==> src/rtl/core/tcc_pkg.sv <==
// Shared codes and types for the triple coincidence cube filler.
package tcc_pkg;

  localparam int EW = 16;
  localparam int MW = 5;
  localparam int CFG_IW = 3;
  localparam int CFG_DW = 16;
  localparam int COORD_W = 6;
  localparam int ST_W = 3;
  localparam int TC_W = 10;
  localparam int BC_W = 32;

  localparam logic [CFG_IW-1:0] CFG_ENERGY_MIN = 3'd0;
  localparam logic [CFG_IW-1:0] CFG_ENERGY_MAX = 3'd1;
  localparam logic [CFG_IW-1:0] CFG_NEUTRON_LOW = 3'd2;
  localparam logic [CFG_IW-1:0] CFG_NEUTRON_HIGH = 3'd3;
  localparam logic [CFG_IW-1:0] CFG_TOTAL_MODE = 3'd4;
  localparam logic [CFG_IW-1:0] CFG_MIN_MULT = 3'd5;

  localparam logic FUNC_HIT = 1'b0;
  localparam logic FUNC_READ = 1'b1;

  localparam logic [ST_W-1:0] ST_ACCEPT = 3'd0;
  localparam logic [ST_W-1:0] ST_NEUTRON_MISS = 3'd1;
  localparam logic [ST_W-1:0] ST_TOO_FEW = 3'd2;
  localparam logic [ST_W-1:0] ST_OVERFLOW = 3'd3;
  localparam logic [ST_W-1:0] ST_READ = 3'd4;

  typedef enum logic [12:0] {
    S_CLEAR = 13'b0000000000001,
    S_IDLE  = 13'b0000000000010,
    S_DIV   = 13'b0000000000100,
    S_POST  = 13'b0000000001000,
    S_RDW   = 13'b0000000010000,
    S_FA    = 13'b0000000100000,
    S_FB    = 13'b0000001000000,
    S_FC    = 13'b0000010000000,
    S_FD    = 13'b0000100000000,
    S_BRD   = 13'b0001000000000,
    S_BWR   = 13'b0010000000000,
    S_SPARE = 13'b0100000000000,
    S_END   = 13'b1000000000000
  } state_t;

  typedef struct packed {
    logic start;
    logic done;
  } div_ctl_t;

endpackage

==> src/rtl/core/tcc_div.sv <==
// Iterative restoring divider for the energy bin, one quotient bit per cycle.
module tcc_div import tcc_pkg::*; #(
  parameter int BW = 6
) (
  input  logic             clk,
  input  logic             rst_n,
  input  logic             start,
  input  logic [EW+BW-1:0] num,
  input  logic [EW-1:0]    den,
  output logic [BW-1:0]    quo,
  output logic             done
);

  localparam int NW = EW + BW;
  localparam int CNTW = $clog2(BW + 1);

  logic [NW-1:0]   rem_r;
  logic [NW-1:0]   dvs_r;
  logic [BW-1:0]   quo_r;
  logic [CNTW-1:0] cnt_r;
  logic            run_r;
  logic            done_r;
  logic            ge;

  assign ge = rem_r >= dvs_r;

  always_ff @(posedge clk) begin
    if (!rst_n) begin
      run_r <= 1'b0;
      done_r <= 1'b0;
      cnt_r <= '0;
    end else begin
      done_r <= 1'b0;
      if (start) begin
        run_r <= 1'b1;
        cnt_r <= CNTW'(BW);
      end else if (run_r) begin
        cnt_r <= cnt_r - 1'b1;
        if (cnt_r == CNTW'(1)) begin
          run_r <= 1'b0;
          done_r <= 1'b1;
        end
      end
    end
  end

  always_ff @(posedge clk) begin
    if (start) begin
      rem_r <= num;
      dvs_r <= NW'(den) << (BW - 1);
      quo_r <= '0;
    end else if (run_r) begin
      if (ge) begin
        rem_r <= rem_r - dvs_r;
      end
      quo_r <= (quo_r << 1) | BW'(ge);
      dvs_r <= dvs_r >> 1;
    end
  end

  assign quo = quo_r;
  assign done = done_r;

endmodule

==> config.mk <==
export PLATFORM = sky130hd
export DESIGN_NAME = tcc_div
export DESIGN_NICKNAME = d
export VERILOG_FILES = /design/src/rtl/core/tcc_pkg.sv /design/src/rtl/core/tcc_div.sv
export SDC_FILE = /design/constraint.sdc
export NUM_CORES = 1
export LEC_CHECK = 0
export ABC_AREA = 1
export BUFFER_PORTS_ARGS = -buffer_cell sky130_fd_sc_hd__buf_2
export CORE_MARGIN = 1
export CORE_UTILIZATION = 30
export DETAILED_ROUTE_END_ITERATION = 8
export GPL_ROUTABILITY_DRIVEN = 0
export PLACE_DENSITY = 0.51
export SLEW_MARGIN = 10
export SYNTH_ARGS = -nofsm -noshare
export SYNTH_HDL_FRONTEND = slang
export SYNTH_SLANG_ARGS = --single-unit
==> constraint.sdc <==
create_clock -name clk -period 3.6 [get_ports clk]
set_clock_uncertainty 0.2 [all_clocks]
set_input_delay 0.54 -clock clk [delete_from_list [all_inputs] [get_ports clk]]
set_output_delay 0.54 -clock clk [all_outputs]
set_load 0.03 [all_outputs]
==> impl_metrics.py, run 1 <==
metrics = {
    "run_status": {
        "status": "completed",
    },
    "sta": {
        "period_needed_ns": 2.73,
        "finalSetupViolCount": 0,
        "finalWorstSetupSlack_ns": 0.869,
        "timing_hold_violations_final": 0,
        "whs_ns": 0.273,
        "relSlewSlack_pct": 40.6,
        "tightestPinTransition_ns": 0.892,
        "fin_crit_sh_pct": 75.8,
        "timing.setup.tns_ns": 0,
        "rsz0062_at_grt": "no",
        "fmax_mhz": 366,
        "slew_viol_final": 0,
    },
    "grt": {
        "overflow": 0,
        "grt_usage_pct": 15.5,
        "antenna_found_initial": 0,
        "grt_start_max_net_pins": 49,
        "grt_pass1_wl_um": 15800,
        "grt_pass1_vias": 3380,
    },
    "clocking": {
        "cts_setup_buffers": 0,
        "clk_latency_ns": 0.31,
        "cts_resized": 0,
        "clk_pin_slew_ns": 0.07,
        "cts_root_buffer": "clkbuf_16",
        "cts_buffers": 5,
        "clockBufferDepth": 2,
        "htree_levels": 2,
        "clkSinkCount": 54,
        "cts_hold_buf": 0,
        "cts_tree": "done",
    },
    "logic_synthesis": {
        "synth_cell_types": 34,
        "synth_flop_cell": "edfxtp_1",
        "synth_edf_count": 38,
        "syn_area_per_cell_um2": 7.12,
        "synth_most_common_cell": "nand2_1",
        "synth_top_area_cell": "edfxtp_1",
        "synth_cells": 530,
        "synth_seq_cells": 54,
        "yosys.area.top_type_share_pct": 30.2,
        "syn_nets": 595,
        "synth_warnings": 0,
        "synthTopCellsByCount": "198 x nand2_1, 84 x inv_1, 38 x edfxtp_1",
        "ys_seq_area_share_pct": 38.7,
        "synth.area.top_cells": "edfxtp_1 30%, nand2_1 20%, dfxtp_1 8.5%",
        "async_flop_share_pct": 0,
        "synthesis.area_um2": 3770,
    },
    "setup_path": {
        "cp-start-kind": "register",
        "setup.reg_to_reg.worst_slack_ns": 0.87,
        "rr_worst_depth": 15,
        "cp-end-kind": "register",
        "critical_path_required_ns": 3.37,
        "crit_arrival_ns": 2.50,
        "path_class": "register to register",
        "worstPathMaxFanout": 22,
        "reg2reg_to": "rem_r[13]$_DFFE_PP_",
        "r2r-start": "rem_r[0]$_DFFE_PP_",
    },
    "drt": {
        "drt_iter0_markers": 99,
        "drt-pass1-iter-count": 4,
        "ant_nets": 0,
        "vias": 3377,
        "drc": 0,
        "routed_wl_um": 9290,
        "viasPerCell": 4.51,
        "avgRoutedWirePerCell_um": 12.4,
    },
    "min_path": {
        "holdPathStages": 2,
        "hold_class": "register to register",
        "min_from": "quo[5]$_SDFFE_PP0P_",
        "worstHoldEndpoint": "quo[5]$_SDFFE_PP0P_",
    },
    "pwr": {
        "ir_drop_v": 0.000205,
        "power_uw": 2230,
        "power.density_nw_per_um2": 512,
        "p_leak_uw": 0.00217,
    },
    "place": {
        "portBuffers": 47,
        "dpl.hpwl_um": 7140,
        "post-place-ws_ns": 0.880,
    },
    "finish": {
        "final_nets": 644,
        "fin_util_pct": 35.8,
        "area_growth_pct": 15.3,
        "diodes": 0,
        "drive_above_1_share_pct": 16.2,
        "final.fill_count": 1342,
    },
    "job": {
        "maxCapViolations": 0,
    },
    "die": {
        "die_w_um": 114,
        "die_y_um": 114,
        "ios": 48,
        "core.rowCount": 40,
        "start_util_pct": 31.0,
        "die_area_um2": 13000,
        "core-area_um2": 12200,
    },
}
## report_power, final
part	total, uW	internal, uW	switching [uW]
logic	943	328	615
clock network	493	259	234
registers	795	768	27.3
total	2230	1350	877
## sequential cells by signal, indices dropped and copies added (netlist names)
register and count:
done 1, run_r 1, rem_r 22, dvs_r 21
quo 6, cnt_r 3
## metrics by stage
step                      instances  cell area (um2)
after CTS                       748             4350
after detailed placement        740             4210
after floorplan                 530             3770
final                           748             4350
after global placement          740             4210
after global routing            748             4350
## critical path, cell delays in order (launching register included)
cell and delay [ns]:
edfxtp_1 0.33, inv_1 0.04, ha_1 0.22, fa_1 0.38, inv_1 0.12, nand3_1 0.09
nand3_2 0.12, nand2_1 0.06, nand2_1 0.09, nand2_1 0.07, nand2_1 0.09, nand2_1 0.05
nand2_1 0.08, nand2_1 0.05, nand2_1 0.06, buf_4 0.33
## cells by family after synthesis
family	after synthesis	synth area share [%]
xor gates and xnor gates	2	0.464
DFF	54	38.7
AOI/OAI and AO/OA	56	8.49
adders and majority gates	24	8.15
and+or+nand+nor	292	33.9
buffers and inverters	102	10.2
## placed cells by master (no fill, tap or decap), types with 2 or more instances in the layout
cell type / instances
dfxtp_1: 16
nand3b_1: 8
clkinv_1: 3
o22ai_1: 7
or2_1: 2
xnor2_1: 2
buf_2: 47
nand2_2: 10
nor2_1: 27
nor2_4: 2
nor2_2: 6
inv_2: 7
nand4_1: 3
clkbuf_16: 5
nand3_2: 3
nand3_1: 26
edfxtp_1: 38
a21oi_2: 3
nor3_2: 2
inv_1: 84
buf_4: 3
a21oi_1: 14
o21ai_0: 16
ha_1: 23
o21ai_1: 12
nand2_1: 198
nor3_1: 2
## how the worst max path moves through the flow
stage | slack, ns | cells past startpoint | startpoint | end
final | 0.87 | 15 | rem_r[0]$_DFFE_PP_ | rem_r[13]$_DFFE_PP_
after global routing | 0.62 | 15 | rem_r[0]$_DFFE_PP_ | rem_r[13]$_DFFE_PP_
after CTS | 0.84 | 15 | rem_r[0]$_DFFE_PP_ | rem_r[12]$_DFFE_PP_
after detailed placement | 0.88 | 15 | rem_r[0]$_DFFE_PP_ | rem_r[8]$_DFFE_PP_
after global placement | 0.99 | 15 | rem_r[0]$_DFFE_PP_ | rem_r[11]$_DFFE_PP_
after floorplan | 0.95 | 14 | rem_r[0]$_DFFE_PP_ | rem_r[0]$_DFFE_PP_
## layout make-up
| cell class | instances | area (um2) | share of cell area, % |
|---|---|---|---|
| multi-input cells | 374 | 1930 | 44.3 |
| clock buffers | 5 | 125 | 2.87 |
| inverters | 94 | 353 | 8.10 |
| well taps | 168 | 210 | 4.83 |
| flip-flops and latches | 54 | 1460 | 33.6 |
| repair buffers | 50 | 258 | 5.92 |
| clock inverters | 3 | 20.0 | 0.460 |
## routing by layer
metal	part of all wire, %	track usage (%)	wire length, um
met3	4.2	3.12	390
met5	0	0	0
met4	1.2	4.50	108
met2	46	26.3	4260
met1	49	19.8	4530
(Power assumes the default switching activity.)
==> run 2: changes to the inputs <==
- clock period: 3.6 -> 2.8 ns (I/O delays scaled with it)
==> impl_metrics.py, run 2 (synthesized netlist as in run 1, its figures left out) <==
metrics = {
    "run_status": {
        "status": "completed",
    },
    "setup_path": {
        "cp_common_cell": "nand2_1",
        "path_class": "register to register",
        "cp-start-kind": "register",
        "crit_arrival_ns": 2.36,
        "critPathMaxStageDelay_ns": 0.38,
        "worstPathMaxFanout": 11,
        "critical_path.slowest_cell": "fa_1",
        "worstPathCellList": "inv_1 > ha_1 > fa_1 > inv_2 > nand3_1 > nand3_2 > nand2_1 > nand2_1 > nand2_1 > nand2_1 > nand2_1 > nand2_1 > nand2_1 > nand2_2 > clkbuf_16",
        "critical_path_required_ns": 2.62,
        "cp-end-kind": "register",
    },
    "finish": {
        "largest_reg_flops": 22,
        "diodes": 0,
        "fin_util_pct": 36.2,
        "area_growth_pct": 16.7,
        "final_cell_mix": "197 x nand2_1, 83 x inv_1, 47 x buf_2, 38 x edfxtp_1, 27 x nor2_1",
        "drive_above_1_share_pct": 16.8,
        "regMostFlops": "rem_r",
        "layout_commonest_cell": "nand2_1",
        "final_nets": 647,
        "fin_cells": 751,
    },
    "place": {
        "post-place-cells": 742,
        "post-place-ws_ns": 0.222,
        "dpl.hpwl_um": 7160,
        "portBuffers": 47,
    },
    "sta": {
        "fmax_mhz": 393,
        "fin_crit_sh_pct": 90.8,
        "period_needed_ns": 2.54,
        "finalWorstSetupSlack_ns": 0.258,
        "slew_viol_final": 0,
        "tightestPinTransition_ns": 0.521,
        "relSlewSlack_pct": 65.2,
        "timing.setup.tns_ns": 0,
        "timing_hold_violations_final": 0,
        "finalSetupViolCount": 0,
        "rsz0062_at_grt": "no",
        "whs_ns": 0.174,
    },
    "min_path": {
        "hold_class": "primary input to register",
    },
    "clocking": {
        "cts_buffers": 5,
        "cts_tree": "done",
        "clk_pin_slew_ns": 0.07,
        "clkSinkCount": 54,
        "cts_root_buffer": "clkbuf_16",
        "clockBufferDepth": 2,
        "clk_latency_ns": 0.30,
        "cts_setup_buffers": 0,
        "htree_levels": 2,
    },
    "grt": {
        "grt_usage_pct": 15.1,
        "antenna_found_initial": 0,
        "overflow": 0,
        "grt_start_max_net_pins": 47,
        "grt_pass1_wl_um": 15500,
        "grt_pass1_vias": 3304,
    },
    "pwr": {
        "p_seq_share_pct": 35.6,
        "ir_drop_v": 0.000245,
        "power.density_nw_per_um2": 650,
        "switching_share_pct": 38.7,
        "p_leak_uw": 0.00220,
        "p_switching_uw": 1110,
        "p_clk_share_pct": 21.7,
        "internal_power_uw": 1750,
        "combPwrFrac_pct": 42.7,
    },
    "drt": {
        "drt_iter0_markers": 124,
        "routed_wl_um": 9070,
        "drt-pass1-iter-count": 4,
        "viasPerCell": 4.32,
        "avgRoutedWirePerCell_um": 12.1,
        "drc": 0,
        "ant_nets": 0,
        "vias": 3247,
    },
    "die": {
        "core-area_um2": 12200,
        "die_area_um2": 13000,
        "die_y_um": 114,
        "ios": 48,
        "core.rowCount": 40,
        "start_util_pct": 31.0,
        "die_w_um": 114,
    },
    "job": {
        "maxCapViolations": 0,
    },
}
[run 2: changes by cell type in the layout (fill, tap and decap cells not counted), sizes merged]
cell,previous run,this run
buf,50,52
clkbuf,5,7
inv,92,91
[run 2: critical path, delay by kind of cell, from the launching register on]
kind | cells | cell delay (ns)
adder cells (fa/ha/maj) | 2 | 0.60
buffers and inverters | 3 | 0.32
AND/OR/NAND/NOR | 10 | 0.83
flip-flops | 1 | 0.32
[run 2: power groups by stage]
stage,sequential (uW),combinational (uW),clock [uW]
global route,1030,1420,671
global placement,1030,1220,0
floorplan,1040,926,0
CTS,1020,1230,640
detailed placement,1040,1220,0
finish,1020,1220,621
[run 2: worst paths after layout]
| path | slack (ns) | cells after the start | end | start |
|---|---|---|---|---|
| worst max-delay path | 0.26 | 15 | rem_r[0]$_DFFE_PP_ | rem_r[0]$_DFFE_PP_ |
| worst min-delay path | 0.17 | 3 | dvs_r[20]$_DFFE_PP_ | den[15] |
| worst max register to register | 0.26 | 15 | rem_r[0]$_DFFE_PP_ | rem_r[0]$_DFFE_PP_ |
| worst min register to register | 0.27 | 2 | quo[5]$_SDFFE_PP0P_ | quo[5]$_SDFFE_PP0P_ |
[run 2: timing repair]
action                                  CTS  global route
hold buffers                              0             0
endpoints found under the setup margin    0            22
resized for setup                         0             2
hold endpoints to repair                  0             0
[run 2: metrics by stage]
stage	total power, uW	cell area [um2]
floorplan	1960	3770
global placement	2250	4240
detailed placement	2260	4240
CTS	2890	4380
global route	3120	4410
finish	2860	4410
[run 2: final cells by class]
| cell class | count | area (um2) |
|---|---|---|
| clock buffer | 6 | 129 |
| tap | 168 | 210 |
| clock inverter | 2 | 13.8 |
| inverter | 94 | 353 |
| multi-input combinational | 374 | 1930 |
| sequential | 54 | 1460 |
| timing repair buffer | 53 | 310 |
| fill | 1337 | 7750 |
[run 2: metal layers]
layer  GRT usage, %  wire [um]  part of all wire (%)  up-vias
li1               -          -                     -     1772
met3           2.65        288                   3.2        8
met5              0          0                     0        -
met1           20.4       4630                    51     1424
met4           3.90         97                   1.1        0
met2           25.0       4050                    45       43
